==> src/design/cpps_pkg.sv <==
// ---------------------------------------------------------------------------
// cpps_pkg
// Types, constants and the exponential table of the pixel sampler.
// ---------------------------------------------------------------------------
package cpps_pkg;

  // Fixed-point formats.
  localparam int RATE_FRAC_BITS = 10;
  localparam int PROB_FRAC_BITS = 128;
  localparam int PROB_W         = PROB_FRAC_BITS + 32;
  localparam int EXP_STEPS      = 16;
  localparam int COMPONENTS     = 7;
  localparam int MAX_COUNT_DEF  = 255;
  localparam int SUM_W          = 10;

  // Hash constants.
  localparam logic [63:0] GOLDEN = 64'h9E3779B97F4A7C15;
  localparam logic [63:0] MIX_C1 = 64'hBF58476D1CE4E5B9;
  localparam logic [63:0] MIX_C2 = 64'h94D049BB133111EB;

  // Status codes.
  localparam logic [1:0] ST_OK      = 2'd0;
  localparam logic [1:0] ST_INVALID = 2'd1;
  localparam logic [1:0] ST_SCALE   = 2'd2;
  localparam logic [1:0] ST_UNUSED  = 2'd3;

  // Register indexes.
  localparam logic [2:0] REG_BASE_SEED   = 3'd0;
  localparam logic [2:0] REG_SEED_STRIDE = 3'd1;
  localparam logic [2:0] REG_RATE_ALL    = 3'd2;
  localparam logic [2:0] REG_PAIR_RATES  = 3'd3;
  localparam logic [2:0] REG_MARG_RATES  = 3'd4;

  typedef struct packed {
    logic [47:0] pixel_coordinate;
    logic [16:0] scale_c;
    logic [16:0] scale_m;
    logic [16:0] scale_y;
  } in_req_t;

  typedef struct packed {
    logic [SUM_W-1:0] count_c;
    logic [SUM_W-1:0] count_m;
    logic [SUM_W-1:0] count_y;
    logic [1:0]       status;
    logic             count_capped;
  } out_res_t;

  typedef struct packed {
    logic done;
    logic capped;
  } lane_stat_t;

  typedef logic [EXP_STEPS-1:0][PROB_W-1:0] exp_tab_t;

  // Bit-serial long division, used only while the table is elaborated.
  function automatic logic [PROB_W-1:0] fx_div_small(input logic [PROB_W-1:0] x,
                                                     input logic [31:0] d);
    logic [PROB_W-1:0] q;
    logic [32:0]       r;
    q = '0;
    r = '0;
    for (int n = PROB_W - 1; n >= 0; n--) begin
      r = {r[31:0], x[n]};
      if (r >= {1'b0, d}) begin
        r    = r - {1'b0, d};
        q[n] = 1'b1;
      end
    end
    return q;
  endfunction

  // exp(-2^j * 2^-F) for every rate bit j: series for the first, squares after.
  function automatic exp_tab_t build_exp_table();
    logic [PROB_W-1:0]   term;
    logic [PROB_W-1:0]   sum;
    logic [PROB_W-1:0]   one;
    logic [2*PROB_W-1:0] prod;
    exp_tab_t            t;
    term = '0;
    term[PROB_FRAC_BITS-RATE_FRAC_BITS] = 1'b1;
    sum = '0;
    one = '0;
    one[PROB_FRAC_BITS] = 1'b1;
    for (int k = 1; k <= 64; k++) begin
      if (term != '0) begin
        if ((k & 1) == 1) sum = sum + term;
        else sum = sum - term;
        term = fx_div_small(term, 32'((k + 1) << RATE_FRAC_BITS));
      end
    end
    t[0] = one - sum;
    for (int j = 1; j < EXP_STEPS; j++) begin
      prod = t[j-1] * t[j-1];
      t[j] = prod[PROB_FRAC_BITS +: PROB_W];
    end
    return t;
  endfunction

  localparam exp_tab_t EXP_TABLE = build_exp_table();

endpackage

==> src/design/cpps_merge.sv <==
// ---------------------------------------------------------------------------
// cpps_merge
// Adds the four components of each channel and saturates the sums.
// ---------------------------------------------------------------------------
module cpps_merge #(
  parameter int MAX_COUNT = cpps_pkg::MAX_COUNT_DEF
) (
  input  logic [cpps_pkg::COMPONENTS-1:0][$clog2(MAX_COUNT+1)-1:0] comp,
  input  logic [cpps_pkg::COMPONENTS-1:0]                          capped,
  output cpps_pkg::out_res_t                                       res
);

  localparam int CW  = $clog2(MAX_COUNT + 1);
  localparam int TW  = CW + 2;
  localparam int SMW = cpps_pkg::SUM_W;
  localparam logic [TW-1:0] SUM_MAX = TW'((1 << SMW) - 1);

  logic [TW-1:0] s_c, s_m, s_y;

  // Channel sums: shared, two pairs, own remainder.
  assign s_c = TW'(comp[0]) + TW'(comp[1]) + TW'(comp[2]) + TW'(comp[4]);
  assign s_m = TW'(comp[0]) + TW'(comp[1]) + TW'(comp[3]) + TW'(comp[5]);
  assign s_y = TW'(comp[0]) + TW'(comp[2]) + TW'(comp[3]) + TW'(comp[6]);

  assign res.count_c      = (s_c > SUM_MAX) ? SMW'(SUM_MAX) : SMW'(s_c);
  assign res.count_m      = (s_m > SUM_MAX) ? SMW'(SUM_MAX) : SMW'(s_m);
  assign res.count_y      = (s_y > SUM_MAX) ? SMW'(SUM_MAX) : SMW'(s_y);
  assign res.status       = cpps_pkg::ST_OK;
  assign res.count_capped = (|capped) || (s_c > SUM_MAX) || (s_m > SUM_MAX)
                            || (s_y > SUM_MAX);

endmodule

==> config.mk <==
export PLATFORM = sky130hd
export DESIGN_NAME = cpps_merge
export DESIGN_NICKNAME = d
export VERILOG_FILES = /design/src/design/cpps_pkg.sv /design/src/design/cpps_merge.sv
export SDC_FILE = /design/constraint.sdc
export NUM_CORES = 1
export LEC_CHECK = 0
export ABC_AREA = 1
export ABC_CLOCK_PERIOD_IN_PS = 8600
export BUFFER_PORTS_ARGS = -buffer_cell sky130_fd_sc_hd__buf_2
export CAP_MARGIN = 20
export CORE_ASPECT_RATIO = 0.6
export CORE_MARGIN = 2
export CORE_UTILIZATION = 38
export DETAILED_ROUTE_END_ITERATION = 7
export PLACE_DENSITY = 0.73
export SKIP_LAST_GASP = 1
export SYNTH_ARGS = -nofsm -noshare
export SYNTH_HDL_FRONTEND = slang
export SYNTH_SLANG_ARGS = --single-unit
export TNS_END_PERCENT = 100
==> constraint.sdc <==
create_clock -name vclk -period 8.6
set_clock_uncertainty 0.2 [all_clocks]
set_input_delay 0.86 -clock vclk [all_inputs]
set_output_delay 0.86 -clock vclk [all_outputs]
set_load 0.005 [all_outputs]
-- Word level (Yosys, flattened, before mapping)
Cells that the tools add are included.
Widths: inputs -> output; s select.
- flip-flop bits (word level): 0
- output and inout port bits: 33
- logic and storage cells: 18
- $add $sub $neg: 8
- order comparisons: 3
- mux-type cells: 3
- reductions and logical operators: 4
- operators by type and width (kind ; count):
    $add 10x8->10 ; 4
    $gt 10x10->1 const B ; 3
    $mux 10 ; 3
    $add 9x8->10 ; 2
    $add 8x8->9 ; 2
    $reduce_or 7->1 ; 1
    $logic_or 1x1->1 ; 3

-- Depth between registers and ports, before layout
- word-level depth: 7
- gate-level depth with buffers: 18
- depth with buffers taken out: 18

-- Least setup slack after synthesis
Ideal clock, no wire load.
- kind: input -> output
- start: input port comp[0] (netlist name)
- end: output port res[20] (netlist name)
- arrival time: 3.146 ns
- required time: 7.540 ns
- path slack: 4.394 ns
- stages: 15
- cells stage by stage: ha_1 -> inv_1 -> fa_1 -> inv_1 -> nand2_1 -> nand2_1 -> nand2_1 -> xnor2_1 -> fa_1 -> ha_1 -> or2_1 -> nand3b_1 -> nand2_1 -> nand2_1 -> nand2_1
- RTL lines (item ; line ; RTL):
    start: declaration ; cpps_merge.sv:8 ; input logic [cpps_pkg::COMPONENTS-1:0][$clog2(MAX_COUNT+1)-1:0] comp,
    end: declaration ; cpps_merge.sv:10 ; output cpps_pkg::out_res_t res

==> flow_metrics.py <==
metrics = {
    "routing": {
        "drtIter0Drc": 49,
        "vias_per_cell": 4.548,
        "dr.pass1.iters": 4,
        "vias": 1992,
        "finalWirelength_um": 4904,
        "wl_per_cell_um": 11.20,
        "detail-route-antenna-nets": 0,
        "drc_errors": 0,
    },
    "yosys": {
        "synth_cell_types": 16,
        "postSynthCellCount": 288,
        "synth.avg_cell_area_um2": 7.225,
        "synth_common_cells": "101 x nand2_1, 43 x inv_1, 35 x fa_1",
        "synth_warnings": 0,
        "yosys.area.top_type": "fa_1",
        "synthTopCellsByArea": "fa_1 34%, ha_1 20%, nand2_1 18%",
        "netlist_area_um2": 2081,
        "synth_top_area_share_pct": 33.67,
        "yosys.cell_count.top_type": "nand2_1",
        "yosysSeqAreaShare_pct": 0,
    },
    "timing": {
        "max_freq_ghz": 0.2131,
        "drv_slew": 0,
        "min_period_ns": 4.693,
        "setup_violations": 0,
        "hold_violations": 0,
        "fin_crit_sh_pct": 54.57,
        "fin_setup_tns_ns": 0,
        "rsz0062_at_grt": "no",
    },
    "power_and_ir_drop": {
        "vdd_ir_drop_max_uv": 108.2,
        "p_leak_nw": 1.541,
        "power_density_nw_per_um2": 174.5,
    },
    "worst_hold_path": {
        "min_path_cells": 4,
        "worstHoldEndpoint": "res[0]",
        "holdCritStartpoint": "capped[1]",
        "hold_class": "in -> out",
    },
    "floorplanning": {
        "die_x_um": 99.53,
        "fp.dieH_um": 61.32,
        "num_io_pins": 96,
        "fp.dieArea_um2": 6103,
        "core_area_um2": 5180,
        "placementRows": 20,
        "start_util_pct": 40.17,
    },
    "cells_and_area": {
        "syn2layout_area_growth_pct": 24.41,
        "fill_cells": 510,
        "regArea_um2": 0,
        "final_nets": 505,
        "seq_cells": 0,
        "antenna_cells": 0,
        "multi_input_area_um2": 1874,
        "post-route-util_pct": 49.98,
        "n_clock_buffer": 0,
        "drive_gt1_share_pct": 25.27,
    },
    "clocking": {
        "postCtsSetupBuffers": 0,
        "ctsHoldBuffers": 0,
        "cts_resized": 0,
    },
    "global_routing": {
        "gr-total-overflow": 0,
        "grt_max_degree": 6,
        "antenna_found_initial": 0,
        "track_usage_pct": 16.41,
        "grt_pass1_wl_um": 8162,
        "grt_pass1_vias": 1842,
    },
    "critical_path": {
        "critPathKind": "in -> out",
        "crit_path_end_kind": "primary output",
        "cp.required_ns": 7.54,
        "arrival_ns": 3.63,
        "cp_max_fo": 3,
        "worstSetupStartpointType": "input pin",
    },
    "place": {
        "place_hpwl_um": 4663,
        "routabilityCongestion": 0.8489,
        "port_buffers": 94,
    },
    "outcome": {
        "status": "finished clean",
    },
    "flow_run": {
        "drv_cap": 0,
    },
}
==> critical path: stages <==
cell	delay [ns]
buf_2	0.10
ha_1	0.18
inv_1	0.06
fa_1	0.40
inv_1	0.07
nand2_1	0.04
nand2_1	0.08
nand2_1	0.07
xnor2_1	0.26
fa_1	0.47
ha_1	0.35
or2_1	0.24
nand3b_1	0.13
nand2_1	0.08
nand2_1	0.06
nand2_1	0.04
buf_2	0.12
==> kinds of logic after synthesis <==
logic type	Yosys count	synth area share [%]
other	1	0.1802
XOR/XNOR	12	5.051
AO/OA/AOI/OAI	12	2.886
adder cells (fa/ha/maj)	68	53.52
AND/OR/NAND/NOR	141	28.26
buffers and inverters	54	10.10
==> layout make-up <==
| type | instances | share of cell area [%] |
|---|---|---|
| repair buffers | 94 | 18.17 |
| inverters | 43 | 6.235 |
| well taps | 66 | 3.190 |
| multi-input cells | 235 | 72.40 |
==> per-stage QoR <==
step	hold slack [ns]	cells	power [mW]	instance area, um2	worst slack (ns)
after global routing	1.781	438	0.5243	2589	3.683
after detailed placement	1.772	438	0.4518	2589	3.898
after global placement	1.765	438	0.4426	2589	3.984
after floorplan	1.599	289	0.3023	2085	4.394
after CTS	1.772	438	0.4561	2589	3.885
final	1.771	438	0.4517	2589	3.907
==> cell usage in the layout (no fill, tap or decap) <==
cell,synthesis,final
xor2_1,6,6
nand3_1,19,19
xnor2_1,6,6
ha_1,33,33
a21oi_1,12,12
fa_1,35,35
or2_1,5,5
nor3_1,1,1
buf_2,0,94
conb_1,1,2
nand2_1,101,101
inv_1,43,43
nor4_1,1,1
nand3b_1,5,5
nor2_1,9,9
==> power by group <==
part	switching, mW	internal, mW
logic	0.245	0.206
registers	0	0
clock network	0	0
==> layer usage <==
metal	wire, um	GRT usage [%]	up-vias
met5	0	0	-
met1	2405	24.11	865
met4	0	0	0
met3	365	1.249	0
li1	-	-	1052
met2	2133	28.86	75
==> worst max-delay path by stage <==
stage               startpoint  slack [ns]      end
global route           comp[0]        3.68  res[21]
CTS                    comp[0]        3.89  res[32]
floorplan              comp[0]        4.39  res[20]
detailed placement     comp[0]        3.90  res[32]
finish                 comp[0]        3.91  res[32]
global placement       comp[0]        3.98  res[32]
Power figures use the tool's default switching activity.
